### src/sv/capacity_table_with_waiting_queue_assert.svh
// Assertion macros for the capacity table. Each one samples on the rising edge
// of clk and is disabled while rst is high.
`ifndef CAPACITY_TABLE_WITH_WAITING_QUEUE_ASSERT_SVH
`define CAPACITY_TABLE_WITH_WAITING_QUEUE_ASSERT_SVH

`ifndef NO_ASSERTIONS
`define CTWQ_ASSERT_IMP(lbl, ante, cons) \
  lbl: assert property (@(posedge clk) disable iff (rst) (ante) |-> (cons)) \
    else $error("capacity table check failed");
`define CTWQ_ASSERT_NEXT(lbl, ante, cons) \
  lbl: assert property (@(posedge clk) disable iff (rst) (ante) |=> (cons)) \
    else $error("capacity table check failed");
`else
`define CTWQ_ASSERT_IMP(lbl, ante, cons)
`define CTWQ_ASSERT_NEXT(lbl, ante, cons)
`endif

`endif

### src/sv/ctwq_pkg.sv
package ctwq_pkg;

  localparam int MAIN_DEPTH  = 128;
  localparam int QUEUE_DEPTH = 64;
  localparam int IDENT_W     = 32;
  localparam int CAP_CFG_W   = 8;
  localparam int CAP_RESET   = 100;

  // Widths of the result fields.
  localparam int POS_W = 7;
  localparam int MC_W  = 8;
  localparam int QC_W  = 7;

  localparam int MI_W  = (MAIN_DEPTH > 1) ? $clog2(MAIN_DEPTH) : 1;
  localparam int QI_W  = (QUEUE_DEPTH > 1) ? $clog2(QUEUE_DEPTH) : 1;
  localparam int MF_W  = $clog2(MAIN_DEPTH + 1);
  localparam int QF_W  = $clog2(QUEUE_DEPTH + 1);
  localparam int CAP_W = (MF_W > CAP_CFG_W) ? MF_W : CAP_CFG_W;

  // The match scanner is shared in shape by both tables and sized for the larger.
  localparam int SCAN_DEPTH = (MAIN_DEPTH > QUEUE_DEPTH) ? MAIN_DEPTH : QUEUE_DEPTH;
  localparam int GRP        = 8;
  localparam int GRP_W      = 3;
  localparam int NGRP       = (SCAN_DEPTH + GRP - 1) / GRP;
  localparam int NGRP_W     = (NGRP > 1) ? $clog2(NGRP) : 1;
  localparam int SIDX_W     = NGRP_W + GRP_W;

  typedef enum logic [1:0] {
    KIND_REGISTER = 2'd0,
    KIND_SEARCH   = 2'd1,
    KIND_DELETE   = 2'd2
  } kind_t;

  typedef enum logic [2:0] {
    STAT_ADD_MAIN    = 3'd0,
    STAT_ADD_QUEUE   = 3'd1,
    STAT_QUEUE_FULL  = 3'd2,
    STAT_FOUND_MAIN  = 3'd3,
    STAT_FOUND_QUEUE = 3'd4,
    STAT_NOT_FOUND   = 3'd5,
    STAT_DELETED     = 3'd6,
    STAT_DELETE_MISS = 3'd7
  } status_t;

  typedef enum logic [1:0] {
    S_IDLE,
    S_CMP,
    S_SCAN,
    S_RES
  } state_t;

endpackage

### src/sv/ctwq_cell.sv
// One table slot: holds an identifier, takes a new one or its right
// neighbor's, and registers whether it matches the broadcast key.
module ctwq_cell (
  input  logic                        clk,
  input  logic                        load,
  input  logic                        shift,
  input  logic [ctwq_pkg::IDENT_W-1:0] load_data,
  input  logic [ctwq_pkg::IDENT_W-1:0] next_data,
  input  logic [ctwq_pkg::IDENT_W-1:0] key,
  output logic [ctwq_pkg::IDENT_W-1:0] data,
  output logic                        hit
);

  always_ff @(posedge clk) begin
    if (load) begin
      data <= load_data;
    end else if (shift) begin
      data <= next_data;
    end
    hit <= (data == key);
  end

endmodule

### config.mk
export PLATFORM = sky130hd
export DESIGN_NAME = ctwq_cell
export DESIGN_NICKNAME = d
export VERILOG_FILES = /design/src/sv/capacity_table_with_waiting_queue_assert.svh /design/src/sv/ctwq_pkg.sv /design/src/sv/ctwq_cell.sv
export SDC_FILE = /design/constraint.sdc
export NUM_CORES = 1
export LEC_CHECK = 0
export BUFFER_PORTS_ARGS = -buffer_cell sky130_fd_sc_hd__buf_2
export CAP_MARGIN = 30
export CORE_MARGIN = 4
export CORE_UTILIZATION = 25
export CTS_BUF_LIST = sky130_fd_sc_hd__clkbuf_16
export CTS_CLUSTER_SIZE = 16
export DETAILED_ROUTE_END_ITERATION = 10
export PLACE_DENSITY = 0.58
export SYNTH_ARGS = -nofsm -noshare
export SYNTH_HDL_FRONTEND = slang
export SYNTH_SLANG_ARGS = --single-unit
### constraint.sdc
create_clock -name clk -period 1.4 [get_ports clk]
set_input_delay 0 -clock clk [delete_from_list [all_inputs] [get_ports clk]]
set_output_delay 0 -clock clk [all_outputs]
set_load 0.03 [all_outputs]
==> run summary <==
Routed WL per cell -> 13.8 um
Starting Density -> 0.256
Number of distinct library cells after synthesis -> 10
Total negative slack -> 0 ns
Initial antenna violation count -> 0
Max Slew Vio Count -> 0
Initial drt markers -> 18
HPWL after detailed placement -> 3880 um
Number of hold buffers added after CTS -> 0
Mean post-synth cell area -> 15.3 sq um
Finished Layout Cells -> 333
Dpl ws -> 0.00977 ns
Period utilization -> 0.958
Remaining DRCs -> 0
Worst r2r src -> data[19]
Gr usage total -> 0.113
Unrepaired setup endpoints after global routing -> false
Clk_lat worst skew -> 0.27 ns
Core ar. -> 0.00676 sq mm
Die height -> 91.3 um
P_sw -> 0.000857 W
Clock sinks -> 33
CP Class -> register to register
Power Density -> 1140 mW/mm^2
Sw Share -> 0.284
Die ar. -> 0.00833 sq mm
Sequential share of power -> 0.424
Fin crit period -> 1.34 ns
Max clock buf depth -> 2
Largest net degree at the start of global routing -> 33
Leakage power -> 1.23 nW
Fmax -> 746 MHz
Status -> finished clean
Syn_nets -> 212
Clock network power share -> 0.339
H-Tree Level Count -> 2
Num ports -> 132
Synthesized area -> 0.00173 sq mm
CP startpoint kind -> register
Critical Path Source -> data[19]
Tightest Hold Check Type -> input port to register
Vias in the first global route -> 1,456
Diode count -> 0
Root Driver -> clkbuf_16
Global-route wire length before repair -> 7230 um
Synthesized flop and latch total -> 33
First-pass DRT Iterations -> 4
Max_cap viols -> 0
WP data arrival -> 1.55 ns
Critical Path RT -> 1.61 ns
Share of cells above drive strength 1 -> 0.700
Cell Rows -> 30
Internal -> 0.00217 W
CP max FO -> 2
Count of final hold-check violations -> 0
Routed vias/inst -> 4.25
Slew of the pin with the lowest slew margin -> 0.400 ns
Max_slew headroom -> 0.731
Worst Hold Launch -> load_data[3]
Die span in x -> 91.3 um
Final WS setup -> 0.0587 ns
Logic gate share of total power -> 0.237
Worst vdd ir -> 484 uV
Final nets -> 351
Dpl cells -> 325
Num CTS Buffers -> 5
Area Growth Syn to Fin -> 53.4%
DRT Wirelength -> 4590 um
Final antenna-violating net count -> 0
Clock Pin Slew Worst Setup and Hold Paths -> 0.05 ns
Port bufs -> 131
GP Congestion -> 0.759
CTS tree -> done
Endpoint class of the critical path -> register
Via count -> 1,416
Syn. warnings -> 0
Post-route clock skew -> 0.00387 ns
Overflow after GRT -> 0
Final setup vio count -> 0
Post-synthesis sequential area ratio -> 0.566
Post-synthesis cell count -> 113
==> cells by family (layout without fill, tap and decap cells) <==
logic type	count (synthesis)	count (layout)	synth area share
xor gates and xnor gates	32	32	0.162
DFF	33	33	0.566
and+or+nand+nor	12	12	0.0419
buffers and inverters	4	144	0.0224
muxes	32	32	0.208
==> cells in the final DEF (no fill, tap or decap), drive strengths merged <==
cell	n
clkinv	2
buf	136
inv	1
or2	1
nor4	8
mux2	32
nor2	1
edfxtp	32
nand4	2
xor2	32
clkbuf	5
dfxtp	1
==> what timing repair did <==
action,in CTS,in global routing
resized for setup,1,0
setup buffers,0,0
endpoints found under the setup margin,1,0
==> power groups by stage <==
stage	Sequential (W)	Combinational (W)	Clock, W
after global routing	0.00130	0.000776	0.00111
after global placement	0.00130	0.000721	0
after detailed placement	0.00130	0.000725	0
after CTS	0.00129	0.000732	0.00107
final	0.00128	0.000716	0.00103
after floorplan	0.00151	0.000208	0
==> through the flow <==
step / instance area (sq um) / power [W] / utilization / hold slack [ns]
2_1_floorplan: 1730 / 0.00172 / - / 0.220
3_3_place_gp: 2510 / 0.00202 / 0.372 / 0.304
3_5_place_dp: 2510 / 0.00203 / 0.372 / 0.306
4_1_cts: 2660 / 0.00308 / 0.393 / 0.0182
5_1_grt: 2660 / 0.00318 / 0.393 / 0.0285
6_report: 2660 / 0.00302 / 0.393 / 0.0266
==> final cells by class <==
class,count,area [sq um]
Fill cell,674,4100
Clock inverter,3,13.8
Multi-Input combinational cell,76,719
Sequential cell,33,981
Clock buffer,5,125
Timing Repair Buffer,136,718
Tap cell,80,100
==> worst paths after layout <==
check	endpoint	slack, ns	cells past startpoint
hold reg to reg	hit	0.71	4
setup reg to reg	hit	0.06	4
setup / recovery	hit	0.06	4
hold / removal	data[3]	0.03	2
==> flip-flops by register name, summed over array words and instances, names as in the netlist <==
name and flops:
hit 1, data 32
==> synthesized netlist by cell type <==
master / instances / share of area
edfxtp_1: 32 / 0.55
mux2_2: 32 / 0.21
xor2_1: 32 / 0.16
nor4_1: 8 / 0.029
buf_6: 3 / 0.019
nand4_1: 2 / 0.0072
buf_2: 1 / 0.0029
dfxtp_1: 1 / 0.012
nor2_1: 1 / 0.0022
or2_2: 1 / 0.0036
==> per-layer routing <==
metal | vias up | GRT usage | routed length, um | share of wire
met1 | 626 | 0.129 | 1830 | 0.40
met4 | 0 | 0.0490 | 64 | 0.014
met3 | 7 | 0.0472 | 481 | 0.10
met5 | - | 0 | 0 | 0
met2 | 82 | 0.184 | 2220 | 0.48
li1 | 701 | - | - | -
==> worst max-delay path, stage by stage (launching register included) <==
cell and delay [ns]:
edfxtp_1 0.39, xor2_1 0.17, nor4_1 0.41, nand4_1 0.19, nor2_1 0.11
Power figures use the tool's default switching activity.
