--- config.mk ---
export PLATFORM = sky130hd
export DESIGN_NAME = ctwq_scan
export DESIGN_NICKNAME = d
export VERILOG_FILES = /design/src/sv/capacity_table_with_waiting_queue_assert.svh /design/src/sv/ctwq_pkg.sv /design/src/sv/ctwq_scan.sv
export SDC_FILE = /design/constraint.sdc
export NUM_CORES = 1
export LEC_CHECK = 0
export BUFFER_PORTS_ARGS = -buffer_cell sky130_fd_sc_hd__buf_2
export CORE_MARGIN = 10
export CORE_UTILIZATION = 43
export DETAILED_ROUTE_END_ITERATION = 10
export GPL_TIMING_DRIVEN = 0
export PLACE_DENSITY = 0.81
export SYNTH_ARGS = -nofsm -noshare
export SYNTH_HDL_FRONTEND = slang
export SYNTH_SLANG_ARGS = --single-unit
--- constraint.sdc ---
create_clock -name clk -period 1.75 [get_ports clk]
set_clock_uncertainty 0.15 [all_clocks]
set_input_delay 0.2625 -clock clk [delete_from_list [all_inputs] [get_ports clk]]
set_output_delay 0.2625 -clock clk [all_outputs]
set_load 0.01 [all_outputs]
--- src/sv/capacity_table_with_waiting_queue_assert.svh ---
// Assertion macros for the capacity table. Each one samples on the rising edge
// of clk and is disabled while rst is high.
`ifndef CAPACITY_TABLE_WITH_WAITING_QUEUE_ASSERT_SVH
`define CAPACITY_TABLE_WITH_WAITING_QUEUE_ASSERT_SVH

`ifndef NO_ASSERTIONS
`define CTWQ_ASSERT_IMP(lbl, ante, cons) \
  lbl: assert property (@(posedge clk) disable iff (rst) (ante) |-> (cons)) \
    else $error("capacity table check failed");
`define CTWQ_ASSERT_NEXT(lbl, ante, cons) \
  lbl: assert property (@(posedge clk) disable iff (rst) (ante) |=> (cons)) \
    else $error("capacity table check failed");
`else
`define CTWQ_ASSERT_IMP(lbl, ante, cons)
`define CTWQ_ASSERT_NEXT(lbl, ante, cons)
`endif

`endif

--- src/sv/ctwq_pkg.sv ---
package ctwq_pkg;

  localparam int MAIN_DEPTH  = 128;
  localparam int QUEUE_DEPTH = 64;
  localparam int IDENT_W     = 32;
  localparam int CAP_CFG_W   = 8;
  localparam int CAP_RESET   = 100;

  // Widths of the result fields.
  localparam int POS_W = 7;
  localparam int MC_W  = 8;
  localparam int QC_W  = 7;

  localparam int MI_W  = (MAIN_DEPTH > 1) ? $clog2(MAIN_DEPTH) : 1;
  localparam int QI_W  = (QUEUE_DEPTH > 1) ? $clog2(QUEUE_DEPTH) : 1;
  localparam int MF_W  = $clog2(MAIN_DEPTH + 1);
  localparam int QF_W  = $clog2(QUEUE_DEPTH + 1);
  localparam int CAP_W = (MF_W > CAP_CFG_W) ? MF_W : CAP_CFG_W;

  // The match scanner is shared in shape by both tables and sized for the larger.
  localparam int SCAN_DEPTH = (MAIN_DEPTH > QUEUE_DEPTH) ? MAIN_DEPTH : QUEUE_DEPTH;
  localparam int GRP        = 8;
  localparam int GRP_W      = 3;
  localparam int NGRP       = (SCAN_DEPTH + GRP - 1) / GRP;
  localparam int NGRP_W     = (NGRP > 1) ? $clog2(NGRP) : 1;
  localparam int SIDX_W     = NGRP_W + GRP_W;

  typedef enum logic [1:0] {
    KIND_REGISTER = 2'd0,
    KIND_SEARCH   = 2'd1,
    KIND_DELETE   = 2'd2
  } kind_t;

  typedef enum logic [2:0] {
    STAT_ADD_MAIN    = 3'd0,
    STAT_ADD_QUEUE   = 3'd1,
    STAT_QUEUE_FULL  = 3'd2,
    STAT_FOUND_MAIN  = 3'd3,
    STAT_FOUND_QUEUE = 3'd4,
    STAT_NOT_FOUND   = 3'd5,
    STAT_DELETED     = 3'd6,
    STAT_DELETE_MISS = 3'd7
  } status_t;

  typedef enum logic [1:0] {
    S_IDLE,
    S_CMP,
    S_SCAN,
    S_RES
  } state_t;

endpackage

--- src/sv/ctwq_scan.sv ---
// Two-level first-match finder: groups of eight are encoded into a register,
// then the lowest group with a hit selects the final index.
module ctwq_scan (
  input  logic                          clk,
  input  logic [ctwq_pkg::SCAN_DEPTH-1:0] hits,
  output logic                          found,
  output logic [ctwq_pkg::SIDX_W-1:0]     idx
);

  logic [ctwq_pkg::NGRP*ctwq_pkg::GRP-1:0] padded;
  logic [ctwq_pkg::NGRP-1:0]               grp_any;
  logic [ctwq_pkg::GRP_W-1:0]              grp_loc [ctwq_pkg::NGRP];
  logic [ctwq_pkg::NGRP-1:0]               any_next;
  logic [ctwq_pkg::GRP_W-1:0]              loc_next [ctwq_pkg::NGRP];

  always_comb begin
    padded = '0;
    padded[ctwq_pkg::SCAN_DEPTH-1:0] = hits;
    for (int g = 0; g < ctwq_pkg::NGRP; g++) begin
      any_next[g] = 1'b0;
      loc_next[g] = '0;
      for (int b = ctwq_pkg::GRP - 1; b >= 0; b--) begin
        if (padded[g*ctwq_pkg::GRP + b]) begin
          any_next[g] = 1'b1;
          loc_next[g] = ctwq_pkg::GRP_W'(b);
        end
      end
    end
  end

  always_ff @(posedge clk) begin
    grp_any <= any_next;
    grp_loc <= loc_next;
  end

  always_comb begin
    found = 1'b0;
    idx   = '0;
    for (int g = ctwq_pkg::NGRP - 1; g >= 0; g--) begin
      if (grp_any[g]) begin
        found = 1'b1;
        idx   = {ctwq_pkg::NGRP_W'(g), grp_loc[g]};
      end
    end
  end

endmodule

==> report_table.html <==
<table>
<tr><th>Metric</th><th>Value</th></tr>
<tr><th colspan="2">Timing</th></tr>
<tr><td>Worst rel slew slack</td><td>between 60% and 70%</td></tr>
<tr><td>Hold Violations, Final</td><td>0</td></tr>
<tr><td>Final number of max-transition violations</td><td>0</td></tr>
<tr><td>Period Utilization, post-route</td><td>130.6%</td></tr>
<tr><td>Worst slew pin tran</td><td>about 0.45 ns</td></tr>
<tr><td>RSZ-0062 raised after global routing</td><td>true</td></tr>
<tr><td>Minimum clock period</td><td>between 2 and 2.5 ns</td></tr>
<tr><td>Post-route worst setup slack</td><td>-0.5361 ns</td></tr>
<tr><td>Number of failing setup endpoints in the final timing report</td><td>8</td></tr>
<tr><td>Maximum achievable frequency</td><td>between 400 and 500 MHz</td></tr>
<tr><th colspan="2">Cells and area</th></tr>
<tr><td>Net total in the final layout</td><td>between 700 and 800</td></tr>
<tr><td>Count of inserted antenna diode cells</td><td>0</td></tr>
<tr><td>Fraction of the core area covered by cells at the end of the flow</td><td>between 60 and 70%</td></tr>
<tr><td>Layout overhead on the synthesized area</td><td>55.97%</td></tr>
<tr><td>Ratio of cells with drive above 1 in the final layout</td><td>between 30% and 40%</td></tr>
<tr><td>Non-filler instance count after layout</td><td>roughly 710</td></tr>
<tr><th colspan="2">Power</th></tr>
<tr><td>Largest vdd supply drop</td><td>between 0.3 and 0.4 mV</td></tr>
<tr><td>Leakage power</td><td>around 2.1 nW</td></tr>
<tr><td>Total power</td><td>~3.2 mW</td></tr>
<tr><td>Total power density per cell area</td><td>between 600 and 700 mW/mm²</td></tr>
<tr><th colspan="2">Synth</th></tr>
<tr><td>Count of yosys warnings during synthesis</td><td>0</td></tr>
<tr><td>Post-synthesis net count</td><td>~530</td></tr>
<tr><td>Top cells by instance count after synthesis</td><td>dfxtp_1, nor3_1, nor2_1</td></tr>
<tr><td>Async set-reset flop share out of synthesis</td><td>0%</td></tr>
<tr><td>Most frequently used flop master after synthesis</td><td>dfxtp_1</td></tr>
<tr><td>Number of distinct standard cells referenced by the synthesized netlist</td><td>36</td></tr>
<tr><td>Count leader, synth</td><td>dfxtp_1</td></tr>
<tr><td>Top cell type by total area after synthesis</td><td>dfxtp_1</td></tr>
<tr><td>Area contributors post-synth</td><td>dfxtp_1, nor3_1, a21oi_1, nor4_1, nor2_1</td></tr>
<tr><td>Synthesized instance count</td><td>404</td></tr>
<tr><td>Area share of the leading cell type in the synthesized netlist</td><td>about two fifths</td></tr>
<tr><td>Mean Syn Cell Area</td><td>7.569 µm²</td></tr>
<tr><td>Number of enable-type register cells in the synthesized netlist</td><td>0</td></tr>
<tr><td>Number of synthesized register bits</td><td>64</td></tr>
<tr><td>Sequential share of the synthesized area</td><td>between 40% and 50%</td></tr>
<tr><td>Area of the mapped netlist</td><td>0.003058 mm²</td></tr>
<tr><th colspan="2">Clock tree</th></tr>
<tr><td>Maximum root-to-sink buffer count</td><td>2</td></tr>
<tr><td>Number of buffers inserted during clock tree synthesis</td><td>9</td></tr>
<tr><td>Clock Root Buffer</td><td>clkbuf_8</td></tr>
<tr><td>Clock slew seen by the registers of the worst setup and hold paths</td><td>0.07 ns</td></tr>
<tr><td>TritonCTS clock tree</td><td>done</td></tr>
<tr><td>Number of clock sinks</td><td>64</td></tr>
<tr><td>Maximum level of the CTS H-tree</td><td>3</td></tr>
<tr><th colspan="2">Critical path</th></tr>
<tr><td>Largest fanout on the critical path</td><td>9</td></tr>
<tr><td>Critical path capture point type</td><td>output port</td></tr>
<tr><td>Critical path data required time</td><td>roughly 1.3 ns</td></tr>
<tr><td>Crit-path slowest cell</td><td>dfxtp_1</td></tr>
<tr><td>Critical path's most frequent cell</td><td>buf_4</td></tr>
<tr><td>Critical path start-end classification</td><td>flip-flop to output port</td></tr>
<tr><td>Series of cell instances along the critical path</td><td>buf_4 &gt; nor2_4 &gt; o211ai_1 &gt; buf_4 &gt; a211oi_1 &gt; o221ai_1 &gt; buf_2</td></tr>
<tr><td>Critical path startpoint category</td><td>flip-flop</td></tr>
<tr><td>Largest stage delay on the critical path</td><td>0.31 ns</td></tr>
<tr><td>Worst Path Arrival</td><td>between 1.5 and 2 ns</td></tr>
<tr><th colspan="2">Worst hold path</th></tr>
<tr><td>Endpoint with the worst hold slack</td><td>grp_any[5]</td></tr>
<tr><td>Depth of the worst hold-timing path</td><td>3</td></tr>
<tr><td>Class of the most critical hold timing path</td><td>primary input to flip-flop</td></tr>
<tr><td>Origin of the worst min-delay path</td><td>hits[42]</td></tr>
<tr><th colspan="2">Routing</th></tr>
<tr><td>Post-route antenna net violation count</td><td>0</td></tr>
<tr><td>Detailed-router iteration count before antenna repair</td><td>5</td></tr>
<tr><td>Residual DRC</td><td>0</td></tr>
<tr><td>Average wire per cell in the routed design</td><td>between 10 and 15 µm</td></tr>
<tr><td>Detail-routed via count per cell</td><td>5.051</td></tr>
<tr><td>Post-Route WL</td><td>9827 µm</td></tr>
<tr><td>Total via count in the routed design</td><td>3576</td></tr>
<tr><td>First DRT Iteration DRCs</td><td>119</td></tr>
<tr><th colspan="2">Global route</th></tr>
<tr><td>Vias in the first global route</td><td>between 3000 and 4000</td></tr>
<tr><td>Combined global-route utilization of all metal layers</td><td>17.39%</td></tr>
<tr><td>Overflow after GRT</td><td>0</td></tr>
<tr><td>Global-route wire length before repair</td><td>roughly 16000 µm</td></tr>
<tr><td>GR Util met1</td><td>between 10% and 20%</td></tr>
<tr><td>Largest net degree at the start of global routing</td><td>13</td></tr>
<tr><td>Antenna violations before repair</td><td>0</td></tr>
<tr><td>Met3 routing resource usage after global routing</td><td>~5.4%</td></tr>
<tr><td>Busiest layer in global routing</td><td>met2</td></tr>
<tr><td>Met2 Resource Use GR</td><td>between 20% and 30%</td></tr>
<tr><th colspan="2">Die</th></tr>
<tr><td>Total core area</td><td>~0.0069 mm²</td></tr>
<tr><td>Die height</td><td>between 100 and 150 µm</td></tr>
<tr><td>Area of the die</td><td>between 0.01 and 0.015 mm²</td></tr>
<tr><td>Cell Rows</td><td>30</td></tr>
<tr><td>Floorplan die width</td><td>between 100 and 150 µm</td></tr>
<tr><td>Number of primary I/O pins</td><td>~140</td></tr>
<tr><td>Initial core utilization</td><td>44.52%</td></tr>
<tr><th colspan="2">Run</th></tr>
<tr><td>Count of maximum capacitance violations</td><td>0</td></tr>
<tr><th colspan="2">Run status</th></tr>
<tr><td>Outcome</td><td>finished, violations left</td></tr>
<tr><td>Violations in the final reports</td><td>setup timing</td></tr>
<tr><th colspan="2">Place</th></tr>
<tr><td>DP Wirelength</td><td>between 7000 and 8000 µm</td></tr>
<tr><td>Buffers on Ports</td><td>~140</td></tr>
<tr><td>Total placed cells including tap cells</td><td>between 600 and 700</td></tr>
<tr><td>GP Congestion</td><td>0.7999</td></tr>
</table>
stage by stage:
stage | hold slack [ns] | worst slack [ns] | cell area, µm² | setup TNS [ns]
5_1_grt | 0.005068 | -0.6160 | 4770 | -3.208
6_report | 0.01063 | -0.5361 | 4770 | -2.477
4_1_cts | 0.00001527 | -0.5561 | 4668 | -2.790
2_1_floorplan | 0.1849 | 0.01826 | 3058 | 0
3_3_place_gp | 0.3035 | -0.2323 | 3859 | -0.6727
3_5_place_dp | 0.3052 | -0.2328 | 3859 | -0.6808
critical path: cells and delay by family (launching register included):
| family | cells | cell delay, ns |
|---|---|---|
| AOI/OAI and AO/OA | 3 | 0.59 |
| DFF | 1 | 0.31 |
| buffers and inverters | 3 | 0.49 |
| and+or+nand+nor | 1 | 0.13 |
what timing repair did:
item,in CTS,in global routing
setup endpoints to repair,8,9
hold buffers,53,0
buffers inserted,4,3
hold endpoints to repair,41,0
pin swaps,8,12
resized for setup,29,20
flip-flops by register name (all words and copies together), names as in the netlist:
| name | flops |
|---|---|
| grp_loc | 48 |
| grp_any | 16 |
report_power, final:
| group | internal, mW | switching (mW) | leakage, nW |
|---|---|---|---|
| Combinational | 0.277 | 0.226 | 1.52 |
| Clock | 0.656 | 0.563 | 0.0879 |
| Sequential | 1.51 | 0.0206 | 0.523 |
layout make-up:
type                    count  area, µm²
repair buffers            196       1270
well taps                  96      120.1
fillers                   548       2100
multi-input cells         296       1708
clock buffers               9      123.9
flip-flops and latches     64       1305
inverters                  38      142.6
plain buffers               3      30.03
clock inverters             6      70.07
per-layer routing:
metal | share of wire (%) | vias to the layer above
li1 | - | 1847
met2 | 48 | 139
met4 | 2.1 | 0
met1 | 43 | 1568
met3 | 6.6 | 22
met5 | 0 | -
cell usage in the layout, fill, tap and decap left out, types with 9 or more instances in the layout:
cell type / n
nor2b_1: 21
nor2_1: 38
a21oi_1: 40
dlygate4sd3_1: 53
buf_4: 9
clkbuf_8: 9
nor3_1: 48
nor4_1: 31
inv_1: 38
nand2_1: 40
buf_2: 135
o21bai_1: 18
dfxtp_1: 53
cells by family after synthesis:
| logic type | Yosys count | share of synthesized area, % |
|---|---|---|
| compound gates | 94 | 19.60 |
| buf+inv | 44 | 5.769 |
| flops | 64 | 41.90 |
| mux | 1 | 0.3273 |
| simple gates | 201 | 32.41 |
worst max path at each step:
| stage | slack (ns) | endpoint | start | depth (start not counted) |
|---|---|---|---|---|
| 3_5_place_dp | -0.23 | idx[2] | grp_any[7] | 6 |
| 5_1_grt | -0.62 | idx[1] | grp_any[8] | 6 |
| 4_1_cts | -0.56 | idx[1] | grp_any[9] | 6 |
| 6_report | -0.54 | idx[2] | grp_any[4] | 7 |
| 2_1_floorplan | 0.02 | idx[1] | grp_any[8] | 6 |
| 3_3_place_gp | -0.23 | idx[1] | grp_any[8] | 7 |
(Power assumes the default switching activity.)
